## config.mk

```make
export PLATFORM = sky130hd
export DESIGN_NAME = sum_queue
export DESIGN_NICKNAME = d
export VERILOG_FILES = /design/src/rtl/subnet_usage_monitor_core_macros.svh /design/src/rtl/sum_pkg.sv /design/src/rtl/sum_queue.sv
export SDC_FILE = /design/constraint.sdc
export NUM_CORES = 1
export LEC_CHECK = 0
export BUFFER_PORTS_ARGS = -buffer_cell sky130_fd_sc_hd__buf_2
export CELL_PAD_IN_SITES_DETAIL_PLACEMENT = 0
export CELL_PAD_IN_SITES_GLOBAL_PLACEMENT = 1
export CORE_MARGIN = 2
export CORE_UTILIZATION = 41
export CTS_CLUSTER_SIZE = 8
export DETAILED_ROUTE_END_ITERATION = 16
export GPL_TIMING_DRIVEN = 0
export PLACE_DENSITY_LB_ADDON = 0.1
export RECOVER_POWER = 50
export SYNTH_ARGS = -nofsm -noshare
export SYNTH_HDL_FRONTEND = slang
export SYNTH_SLANG_ARGS = --single-unit
```

## constraint.sdc

```tcl
create_clock -name clk -period 4.4 [get_ports clk]
set_clock_uncertainty 0.2 [all_clocks]
set_input_delay 0.66 -clock clk [delete_from_list [all_inputs] [get_ports clk]]
set_output_delay 0.66 -clock clk [all_outputs]
set_load 0.03 [all_outputs]
```

## src/rtl/subnet_usage_monitor_core_macros.svh

```systemverilog
// Assertion helpers, sampled on clk, off while rst is high.
`ifndef SUBNET_USAGE_MONITOR_CORE_MACROS_SVH
`define SUBNET_USAGE_MONITOR_CORE_MACROS_SVH

// Same-cycle implication.
`define SUM_ASSERT_HOLDS(label, ante, cons) \
  label: assert property (@(posedge clk) disable iff (rst) (ante) |-> (cons)) \
    else $error("subnet usage monitor: assertion failed");

// Next-cycle implication.
`define SUM_ASSERT_NEXT(label, ante, cons) \
  label: assert property (@(posedge clk) disable iff (rst) (ante) |=> (cons)) \
    else $error("subnet usage monitor: assertion failed");

`endif

```

## src/rtl/sum_pkg.sv

```systemverilog
package sum_pkg;

  localparam int SLOTS      = 4;
  localparam int SEEN_DEPTH = 256;
  localparam int SEEN_AW    = $clog2(SEEN_DEPTH);
  localparam int FILL_W     = SEEN_AW + 1;
  localparam int ADDR_W     = 32;
  localparam int LEN_W      = 6;
  localparam int PREFIX_W   = ADDR_W + LEN_W;
  localparam int CMP_W      = ADDR_W + 1;
  localparam int CNT_W      = 9;
  localparam int SLOT_W     = 2;
  localparam int COUNT_W    = 3;
  localparam int CFG_IDX_W  = 3;
  localparam int CFG_DATA_W = PREFIX_W;
  localparam int QDEPTH     = 2;
  localparam int Q_AW       = $clog2(QDEPTH);
  localparam int OUT_DATA_W = 48;
  localparam int OUT_USER_W = 2;

  localparam logic [CNT_W-1:0] COUNT_MAX = '1;

  localparam logic [CFG_IDX_W-1:0] REG_PREFIX_COUNT = 3'd0;
  localparam logic [CFG_IDX_W-1:0] REG_PREFIX_A     = 3'd1;
  localparam logic [CFG_IDX_W-1:0] REG_PREFIX_B     = 3'd2;
  localparam logic [CFG_IDX_W-1:0] REG_PREFIX_C     = 3'd3;
  localparam logic [CFG_IDX_W-1:0] REG_PREFIX_D     = 3'd4;

  typedef logic [PREFIX_W-1:0] prefix_t;

  typedef struct packed {
    logic [COUNT_W-1:0]    count;
    prefix_t [SLOTS-1:0]   prefix;
  } cfg_t;

  typedef struct packed {
    logic [ADDR_W-1:0] addr;
    logic [SLOTS-1:0]  hit;
  } job_t;

  typedef struct packed {
    logic full;
    logic empty;
  } q_status_t;

  function automatic logic [LEN_W-1:0] clamp_len(prefix_t p);
    logic [LEN_W-1:0] len;
    len = p[LEN_W-1:0];
    return (len > LEN_W'(ADDR_W)) ? LEN_W'(ADDR_W) : len;
  endfunction

  function automatic logic [ADDR_W-1:0] mask_of(logic [LEN_W-1:0] len);
    return (len == '0) ? '0 : ({ADDR_W{1'b1}} << (LEN_W'(ADDR_W) - len));
  endfunction

  function automatic logic [ADDR_W-1:0] prefix_cap(prefix_t p);
    return ~mask_of(clamp_len(p)) - ADDR_W'(1);
  endfunction

  function automatic logic is_host(prefix_t p, logic [ADDR_W-1:0] addr);
    logic [ADDR_W-1:0] m;
    logic [ADDR_W-1:0] net;
    logic [ADDR_W-1:0] bcast;
    m     = mask_of(clamp_len(p));
    net   = p[PREFIX_W-1:LEN_W] & m;
    bcast = net | ~m;
    return ((addr & m) == net) && (addr != net) && (addr != bcast);
  endfunction

  // Counts above SLOTS saturate naturally.
  function automatic logic [SLOTS-1:0] active_slots(logic [COUNT_W-1:0] count);
    logic [SLOTS-1:0] act;
    for (int i = 0; i < SLOTS; i++) begin
      act[i] = (int'(count) > i);
    end
    return act;
  endfunction

endpackage

```

## src/rtl/sum_queue.sv

```systemverilog
module sum_queue (
  input  logic                clk,
  input  logic                rst,
  input  logic                push,
  input  sum_pkg::job_t       push_data,
  input  logic                pop,
  output sum_pkg::job_t       pop_data,
  output sum_pkg::q_status_t  status
);

  sum_pkg::job_t               entries [sum_pkg::QDEPTH];
  logic [sum_pkg::Q_AW-1:0]    wptr;
  logic [sum_pkg::Q_AW-1:0]    rptr;
  logic [sum_pkg::Q_AW:0]      count;

  assign pop_data     = entries[rptr];
  assign status.full  = (count == (sum_pkg::Q_AW+1)'(sum_pkg::QDEPTH));
  assign status.empty = (count == '0);

  always_ff @(posedge clk) begin
    if (rst) begin
      wptr  <= '0;
      rptr  <= '0;
      count <= '0;
    end else begin
      if (push) begin
        wptr <= wptr + 1'b1;
      end
      if (pop) begin
        rptr <= rptr + 1'b1;
      end
      if (push && !pop) begin
        count <= count + 1'b1;
      end else if (pop && !push) begin
        count <= count - 1'b1;
      end
    end
  end

  always_ff @(posedge clk) begin
    if (push) begin
      entries[wptr] <= push_data;
    end
  end

endmodule

```

## Yosys cells after proc, flatten, opt, wreduce, memory -nomap -nowiden

Memory sizes are Yosys's and may differ from the RTL's. A register that Yosys moved wholly into a read port is not among the register bits.
Index checks and enable logic that the tools add are counted.

- Bits in registers: 4
- Bits in latches: 0
- Memory bits (writable): 72
- Bits in read-only memories: 0
- Bits of input ports: 40
- Output and inout port bits: 38
- Logic and storage cells: 21
- Memories: 1

- Add/subtract/negate cells: 4
- Multipliers: 0
- Divide/modulo/power cells: 0
- Order comparisons: 0
- Equal/unequal tests: 1
- Shifts and indexed selects: 0
- Muxes and demuxes: 6
- Bitwise gates (word level): 0
- Reduce and logical (&&, ||, !) cells: 6

Memory list:

| name | depth | bits a word | rd ports | clocked after memory_dff | wr ports | line | text |
|---|---|---|---|---|---|---|---|
| entries | 2 | 36 | 1 | 1 | 1 | sum_queue.sv:11 | `sum_pkg::job_t entries [sum_pkg::QDEPTH];` |

Operator list:

| operator | number |
|---|---|
| $mux W1 | 4 |
| $mux W2 | 2 |
| $add A1 B1 Y1 const B | 2 |
| $add A2 B1 Y2 const B | 1 |
| $eq A2 B2 Y1 const B | 1 |
| $logic_and A1 B1 Y1 | 2 |
| $logic_not A1 Y1 | 2 |
| $logic_not A2 Y1 | 1 |
| $reduce_bool A2 Y1 | 1 |
| $sub A2 B1 Y2 const B | 1 |

## Longest topological paths before layout

Gate-level depths: netlist (run 1).

- Word-level depth: 4
- Depth in mapped cells: 5
- Gate-level depth less buffers: 5

## Worst setup path after synthesis (run 1)

Ideal clock, no wire load.

- Path kind: input port to flip-flop
- Start point: input port push
- End point: memory entries[0][0] in the netlist's numbering, enable pin
- Setup time: 0.433 ns
- Arrival: 2.278 ns
- Required time: 3.767 ns
- Setup slack: 1.488 ns
- Stages on the path: 1
- Buffers on the path: 0
- Cell sequence: nor2b_1

- Longest elaborated chain between the ends: 2

RTL lines:

| item | line | text |
|---|---|---|
| start, declared | sum_queue.sv:4 | `input logic push,` |
| $mux W1 | sum_queue.sv:41 | `if (push) begin` |
| $mux W1 (implied by the code) | sum_queue.sv:42 | `entries[wptr] <= push_data;` |
| end, declared | sum_queue.sv:11 |  |

No other way between the ends.

## Worst setup path in the final report (run 1)

- Start point: input port push
- End point: memory entries[0][32] in the netlist's numbering, enable pin

Same word-level chain as after synthesis.

==> results of run 1 <==
-- critical path: cells and delay by family --
| kind | cells | cell delay [ns] |
|---|---|---|
| AND/OR/NAND/NOR | 1 | 1.36 |
| buffers and inverters | 2 | 0.42 |
-- flip-flops by register name (all words and copies together) (netlist names), named ones only --
signal / cells
count: 2
entries: 72
wptr: 1
rptr: 1
-- area by class of cell --
class                   instances  area [sq um]
well taps                      80           100
multi-input cells              52           510
inverters                       1          3.75
clock inverters                 5          51.3
repair buffers                 78           395
plain buffers                   4          38.8
clock buffers                  11           131
flip-flops and latches         77          2260
fillers                       571          3230
-- logic make-up (layout without fill, tap and decap cells) --
| logic type | count (synthesis) | in the layout | share of synthesized area |
|---|---|---|---|
| adder cells (fa/ha/maj) | 1 | 1 | 0.00445 |
| AO/OA/AOI/OAI | 2 | 2 | 0.00355 |
| AND/OR/NAND/NOR | 9 | 9 | 0.0165 |
| buffers and inverters | 5 | 99 | 0.0151 |
| multiplexers | 36 | 36 | 0.144 |
| flip-flops | 77 | 77 | 0.804 |
| XOR/XNOR | 4 | 4 | 0.0125 |
-- stage by stage --
| stage | util | hold slack (ns) |
|---|---|---|
| 6_report | 0.520 | 0.306 |
| 5_1_grt | 0.520 | 0.282 |
| 3_3_place_gp | 0.491 | 0.278 |
| 2_1_floorplan | - | 0.261 |
| 4_1_cts | 0.524 | 0.290 |
| 3_5_place_dp | 0.496 | 0.309 |
-- per-layer routing --
| metal | global-route usage | share of wire | vias up |
|---|---|---|---|
| met5 | 0 | 0 | - |
| met4 | 0.0781 | 0.027 | 0 |
| met3 | 0.0457 | 0.063 | 11 |
| met2 | 0.232 | 0.52 | 49 |
| met1 | 0.142 | 0.39 | 719 |
| li1 | - | - | 697 |
-- cells in the final DEF, fill, tap and decap left out, drive strengths merged, types with 2 or more instances in the layout --
cell	netlist	routed
buf	4	68
dfxtp	5	5
clkinv	0	4
nor2	5	5
xor2	2	2
clkbuf	0	25
xnor2	2	2
mux2	36	36
edfxtp	72	72
-- worst paths after layout --
kind | from | endpoint | slack (ns) | cells past startpoint
hold reg to reg | rptr | rptr | 0.32 | 2
setup / recovery | push | entries[0][32] | 1.79 | 3
hold / removal | push_data[29] | entries[1][29] | 0.31 | 1
setup reg to reg | wptr | entries[0][32] | 1.98 | 2
-- report_power, final --
part | internal, mW | switching [mW] | leakage, nW
sequential | 0.852 | 0.0121 | 0.717
clock | 0.259 | 0.233 | 0.0924
combinational | 0.0910 | 0.154 | 0.488
total | 1.20 | 0.400 | 1.30
==> results.json, run 1 <==
{
  "avgSynthCellArea_sq_um": 21.0,
  "critPathMaxStageDelay_ns": 1.36,
  "synth_top_area_frac": 0.768,
  "fin_nets": 264,
  "drt-initial-drc-count": 69,
  "cp-start-kind": "primary input",
  "power_density_nw_per_um2": 459,
  "track_usage": 0.135,
  "timing.final.ws_setup_ns": 1.79,
  "cp_slowest_cell": "nor2b_1",
  "hold_violations": 0,
  "cts_made_buffers": 9,
  "finalSetupTns_ns": 0,
  "finalCriticalPeriod_ns": 2.61,
  "maxCapViolations": 1,
  "tightest_slew_ns": 1.78,
  "fmax_mhz": 383,
  "grt_pass1_vias": 1587,
  "antenna_found_initial": 0,
  "drt_first_pass_iters": 4,
  "clockRootBuffer": "clkbuf_8",
  "io_pins": 78,
  "ctsResizeCount": 0,
  "status": "finished with violations",
  "rsz0062_at_grt": "no",
  "ir_drop_mv": 0.197,
  "num_antenna_cells": 0,
  "synth_most_common_cell": "edfxtp_1",
  "rows": 30,
  "drive_above_1_share": 0.518,
  "synth_cell_type_count": 16,
  "dieHeight_microns": 86.8,
  "hold_path_class": "in2reg",
  "wirelength_mm": 4.76,
  "synth-seq-area-share": 0.804,
  "grt_max_degree": 37,
  "syn_inst": 134,
  "synth.ff_latch_count": 77,
  "clkTransAtPathRegs_ns": 0.07,
  "vias": 1476,
  "cts_sinks": 77,
  "start_util": 0.419,
  "post_dp_cell_area_sq_um": 3340,
  "syn-num-nets": 175,
  "setup_viol": 0,
  "overflow": 0,
  "slew_headroom": -0.186,
  "p_leak_nw": 1.30,
  "synth_edf_count": 72,
  "cts_tree": "done",
  "synth.area.top_cells": "edfxtp_1, mux2_2, dfxtp_1",
  "synth_area_sq_um": 2810,
  "arrival_ns": 2.45,
  "synthArstFlopShare": 0,
  "period_share": 0.594,
  "synth_flop_cell": "edfxtp_1",
  "die_area_sq_um": 7540,
  "placed_cells": 292,
  "insertion_delay_ns": 0.33,
  "cp.required_ns": 4.24,
  "dp_slack_ns": 2.24,
  "dp_hpwl_mm": 3.23,
  "yosys.area.top_type": "edfxtp_1",
  "cp_cell_sequence": "clkbuf_1 -> nor2b_1 -> buf_16",
  "end_kind": "register",
  "holdBufCountCts": 0,
  "numPortBuffers": 77,
  "ant_nets": 0,
  "drc_errors": 0,
  "postCtsSetupBuffers": 0,
  "syn2layout_area_growth_pct": 24.1,
  "violations": "max-capacitance violations, max-slew violations",
  "h-tree-depth": 3,
  "core_sq_um": 6720,
  "final_cell_area_sq_um": 3490,
  "place_congestion": 0.707,
  "total_power_mw": 1.60,
  "finalNonFillerCells": 308,
  "yosysWarnings": 0,
  "worstSetupPathType": "in2reg",
  "maxSlewViolCount": 17,
  "grt_pass1_wl_mm": 7.33,
  "vias_per_cell": 4.79,
  "die_w_microns": 86.8,
  "clock_path_buffers": 2,
  "synth_common_cells": "edfxtp_1, mux2_2, dfxtp_1, nor2_1, buf_6",
  "routedWlPerCell_microns": 15.4,
  "path_max_fanout": 20
}
Note: power is estimated with default switching activity, not from simulation.
==> run 2: changes to the inputs <==
Settings changed: CORE_UTILIZATION 41 to 39.
Clock period 4.4 ns to 2.3 ns, I/O delays scaled along.
==> results.json, run 2 (synthesis gave the netlist of run 1 again) <==
{
  "timing.final.ws_setup_ns": 0.143,
  "largest_register_ffs": 72,
  "cts_sinks": 77,
  "placed_cells": 308,
  "cp-start-kind": "register",
  "num_antenna_cells": 0,
  "setup_viol": 0,
  "total_power_mw": 3.31,
  "maxSlewViolCount": 0,
  "dp_slack_ns": 0.447,
  "ant_nets": 0,
  "worstSetupPathType": "reg2out",
  "pwr-share-seq": 0.500,
  "rows": 30,
  "dieHeight_microns": 88.9,
  "path_max_fanout": 10,
  "power_density_nw_per_um2": 846,
  "core_sq_um": 6910,
  "period_share": 0.938,
  "track_usage": 0.134,
  "fill_cells": 582,
  "min_path_cells": 2,
  "arrival_ns": 1.61,
  "grt_pass1_wl_mm": 7.57,
  "clockRootBuffer": "clkbuf_8",
  "insertion_delay_ns": 0.34,
  "critPathMaxStageDelay_ns": 0.34,
  "multi_input_area_sq_um": 513,
  "cp.required_ns": 1.75,
  "crit_path_frequent_cell": "buf_2",
  "swShare": 0.240,
  "r2r_start": "wptr",
  "r2r_cells": 2,
  "hold_violations": 0,
  "drt-initial-drc-count": 53,
  "clock_path_buffers": 2,
  "numPortBuffers": 77,
  "top_regs": "entries x72, count x2",
  "holdPathEnd": "count[0]",
  "place_congestion": 0.656,
  "top_register": "entries",
  "p_sw_uw": 795,
  "fin_nets": 300,
  "vias_per_cell": 4.44,
  "finalSetupTns_ns": 0,
  "finalCriticalPeriod_ns": 2.16,
  "grt_max_degree": 37,
  "routedWlPerCell_microns": 13.8,
  "p_comb_frac": 0.156,
  "r2r_slack_ns": 0.46,
  "antenna_found_initial": 0,
  "drt_first_pass_iters": 4,
  "p_leak_nw": 1.44,
  "ctsResizeCount": 0,
  "internal_power_mw": 2.51,
  "h-tree-depth": 3,
  "die_w_microns": 88.9,
  "tightest_slew_ns": 0.945,
  "dp_hpwl_mm": 3.31,
  "maxCapViolations": 0,
  "clkTransAtPathRegs_ns": 0.08,
  "r2r-end": "entries[0][27]",
  "cp_cell_sequence": "buf_2 -> buf_6 -> mux2_2 -> buf_2",
  "grt_pass1_vias": 1662,
  "cts_made_buffers": 9,
  "hp-start": "rst",
  "seq_area_sq_um": 2260,
  "io_pins": 78,
  "end_kind": "primary output",
  "start_util": 0.407,
  "fmax_mhz": 464,
  "hold_path_class": "in2reg",
  "ir_drop_mv": 0.443,
  "final_common_cell": "edfxtp_1",
  "wirelength_mm": 4.96,
  "rsz0062_at_grt": "no",
  "vias": 1598,
  "final_cell_mix": "edfxtp_1, buf_2, mux2_2, dlygate4sd3_1, clkbuf_1",
  "clkPwrFrac": 0.344,
  "cts_tree": "done",
  "finalNonFillerCells": 360,
  "die_area_sq_um": 7910,
  "cp_slowest_cell": "mux2_2",
  "overflow": 0,
  "slew_headroom": 0.367,
  "syn2layout_area_growth_pct": 39.0,
  "drc_errors": 0,
  "status": "completed",
  "final_core_util": 0.566,
  "drive_above_1_share": 0.417
}
## run 2: changes by cell type in the layout (fill, tap and decap cells not counted)
| cell | delta |
|---|---|
| clkinvlp_4 | +1 |
| inv_6 | +1 |
| nor2b_2 | +1 |
| nor2b_1 | -1 |
| clkinv_4 | -1 |
| clkbuf_1 | +11 |
| bufinv_16 | +1 |
| buf_2 | -13 |
| clkinv_1 | -2 |
| clkbuf_8 | +2 |
| dlygate4sd3_1 | +36 |
## run 2: how the worst max path moves through the flow
stage	end	depth (start not counted)	from	slack, ns
floorplan	entries[0][0]	1	push	0.37
CTS	pop_data[4]	4	register	0.11
detailed placement	entries[1][11]	2	push	0.45
global placement	entries[0][10]	2	push	-0.20
finish	pop_data[32]	4	register	0.14
global route	pop_data[4]	4	register	0.06
## run 2: critical path, delay by kind of cell (launching register included)
| family | cells | cell delay (ns) |
|---|---|---|
| buffers and inverters | 3 | 0.64 |
| DFF | 1 | 0.30 |
| muxes | 1 | 0.34 |
## run 2: layer usage
layer  part of all wire  vias to the layer above  wire length (microns)  global-route usage
met5                  0                        -                      0                   0
met4              0.016                        0                     81              0.0692
met3              0.046                        8                    230              0.0379
met2               0.55                       49                   2720               0.247
met1               0.39                      773                   1930               0.137
li1                   -                      768                      -                   -
## run 2: what timing repair did
action	CTS	global route
hold endpoints to repair	72	0
buffers inserted	0	0
hold buffers	36	0
## run 2: stage by stage
| step | area [sq um] | hold WS [ns] |
|---|---|---|
| final | 3910 | 0.0351 |
| after global routing | 3910 | 0.0258 |
| after CTS | 3950 | 0.0199 |
| after detailed placement | 3360 | 0.305 |
| after global placement | 3320 | 0.277 |
| after floorplan | 2820 | 0.214 |
## run 2: cell type report
cell class	count	area share
clock inverter	5	0.0208
sequential	77	0.579
buffer	4	0.00992
clock buffer	11	0.0387
inverter	1	0.000960
tap	96	0.0307
multi-input combinational	52	0.131
timing repair buffer	114	0.189
## run 2: power by group through the flow
stage	Clock, mW	Sequential [mW]	Combinational (mW)
after CTS	1.17	1.66	0.530
after global routing	1.24	1.66	0.551
final	1.14	1.65	0.515
after floorplan	0	1.68	0.328
after global placement	0	1.68	0.458
after detailed placement	0	1.69	0.480
==> run 3: changes to the inputs <==
Settings changed: ABC_AREA from default to 1.
==> results.json, run 3 <==
{
  "whs_ns": 0.0969,
  "synth-seq-area-share": 0.760,
  "period_share": 0.877,
  "power_density_nw_per_um2": 820,
  "vias": 1645,
  "postCtsSetupBuffers": 0,
  "finalCriticalPeriod_ns": 2.02,
  "yosys.area.top_type": "edfxtp_1",
  "hold_path_class": "in2reg",
  "placed_cells": 323,
  "setup_viol": 0,
  "r2r_slack_ns": 0.42,
  "io_pins": 78,
  "vias_per_cell": 4.38,
  "h-tree-depth": 3,
  "fin_nets": 313,
  "synth_cell_type_count": 16,
  "total_power_mw": 3.37,
  "fill_cells": 599,
  "clock_path_buffers": 2,
  "synth_common_cells": "edfxtp_1, mux2_4, inv_1, nor2_1, mux2_2",
  "top_register": "entries",
  "yosysWarnings": 0,
  "arrival_ns": 1.47,
  "end_kind": "primary output",
  "grt_max_degree": 22,
  "routedWlPerCell_microns": 13.6,
  "drc_errors": 0,
  "synth_top_area_frac": 0.726,
  "synth_edf_count": 72,
  "p_leak_nw": 1.60,
  "syn-num-nets": 186,
  "wirelength_mm": 5.11,
  "antenna_found_initial": 0,
  "synthAdderAreaFrac": 0.00420,
  "cp.required_ns": 1.75,
  "syn_inst": 145,
  "fmax_mhz": 496,
  "synth.area.top_cells": "edfxtp_1, mux2_4, dfxtp_1",
  "ir_drop_mv": 0.423,
  "insertion_delay_ns": 0.33,
  "synthSimpleGateAreaFrac": 0.0206,
  "synth.ff_latch_count": 77,
  "top_regs": "entries x72, count x2",
  "numPortBuffers": 77,
  "path_max_fanout": 10,
  "dp_slack_ns": 0.413,
  "synth-compound-area-share": 0.00336,
  "finalSetupTns_ns": 0,
  "synth_most_common_cell": "edfxtp_1",
  "dieHeight_microns": 91.4,
  "slew_headroom": 0.313,
  "hp-start": "pop",
  "r2r_start": "wptr",
  "drt-initial-drc-count": 91,
  "synth_mux_area_frac": 0.174,
  "place_congestion": 0.652,
  "dp_hpwl_mm": 3.43,
  "rows": 31,
  "grt_pass1_wl_mm": 8.17,
  "start_util": 0.406,
  "drive_above_1_share": 0.375,
  "tightest_slew_ns": 1.03,
  "timing.final.ws_setup_ns": 0.283,
  "grt_pass1_vias": 1807,
  "cts_sinks": 77,
  "ant_nets": 0,
  "final_common_cell": "edfxtp_1",
  "synthArstFlopShare": 0,
  "overflow": 0,
  "cts_made_buffers": 9,
  "clkTransAtPathRegs_ns": 0.07,
  "finalNonFillerCells": 376,
  "die_w_microns": 91.4,
  "final_cell_mix": "edfxtp_1, buf_2, dlygate4sd3_1",
  "synth_xor_area_frac": 0.00294,
  "drt_first_pass_iters": 4,
  "synth_flop_cell": "edfxtp_1",
  "cts_tree": "done",
  "cp-start-kind": "register",
  "num_antenna_cells": 0,
  "worstSetupPathType": "reg2out",
  "synth_area_sq_um": 2980,
  "maxSlewViolCount": 0,
  "holdBufCountCts": 37,
  "status": "completed",
  "clockRootBuffer": "clkbuf_8",
  "largest_register_ffs": 72,
  "maxCapViolations": 0,
  "synth_top_family_by_area": "multiplexers",
  "avgSynthCellArea_sq_um": 20.5,
  "track_usage": 0.130,
  "ctsResizeCount": 0,
  "die_area_sq_um": 8350,
  "syn2layout_area_growth_pct": 38.2,
  "core_sq_um": 7330,
  "hold_violations": 0,
  "rsz0062_at_grt": "no"
}
[run 3: cell types whose count changed after synthesis, sizes merged, moves of 2 or more]
cell   previous run  this run
inv               1         9
nand2             0         5
nor2              5         7
xor2              2         0
[run 3: stage by stage]
stage	utilization	area (sq um)
floorplan	-	2980
global placement	0.476	3490
detailed placement	0.484	3550
CTS	0.567	4160
global route	0.561	4120
finish	0.561	4120
[run 3: worst max-delay path: stages, from the launching register on]
cell and delay (ns):
dfxtp_1 0.33, buf_6 0.17, buf_12 0.16, mux2_4 0.30, buf_2 0.18
[run 3: layer usage]
metal / share of wire / global-route usage / vias to the layer above
met4: 0.020 / 0.0644 / 0
met5: 0 / 0 / -
met1: 0.38 / 0.130 / 781
met3: 0.050 / 0.0373 / 11
li1: - / - / 800
met2: 0.55 / 0.244 / 53
[run 3: report_power, final]
group	leakage, nW	internal (mW)	switching, mW	total [mW]
clock	0.116	0.721	0.468	1.19
combinational	0.764	0.247	0.300	0.547
sequential	0.717	1.62	0.0210	1.64
[run 3: final timing paths]
| path | to | depth (start not counted) |
|---|---|---|
| hold reg to reg | register | 2 |
| setup reg to reg | entries[0][25] | 2 |
| hold / removal | register | 3 |
| setup / recovery | pop_data[19] | 4 |
[run 3: kinds of logic (layout without fill, tap and decap cells)]
| group | after synthesis | after routing |
|---|---|---|
| xor gates and xnor gates | 1 | 1 |
| DFF | 77 | 77 |
| and+or+nand+nor | 15 | 15 |
| AOI/OAI and AO/OA | 2 | 2 |
| adders and majority gates | 1 | 1 |
| buffers and inverters | 13 | 145 |
| muxes | 36 | 36 |
[run 3: cell type report]
cell class                 instances  area [sq um]  share of cell area
inverter                           9          33.8             0.00821
timing repair buffer             116           772               0.188
buffer                             4          71.3              0.0173
sequential                        77          2260               0.550
clock buffer                      10           128              0.0310
multi-input combinational         55           613               0.149
clock inverter                     6           111              0.0271
tap                               99           124              0.0301
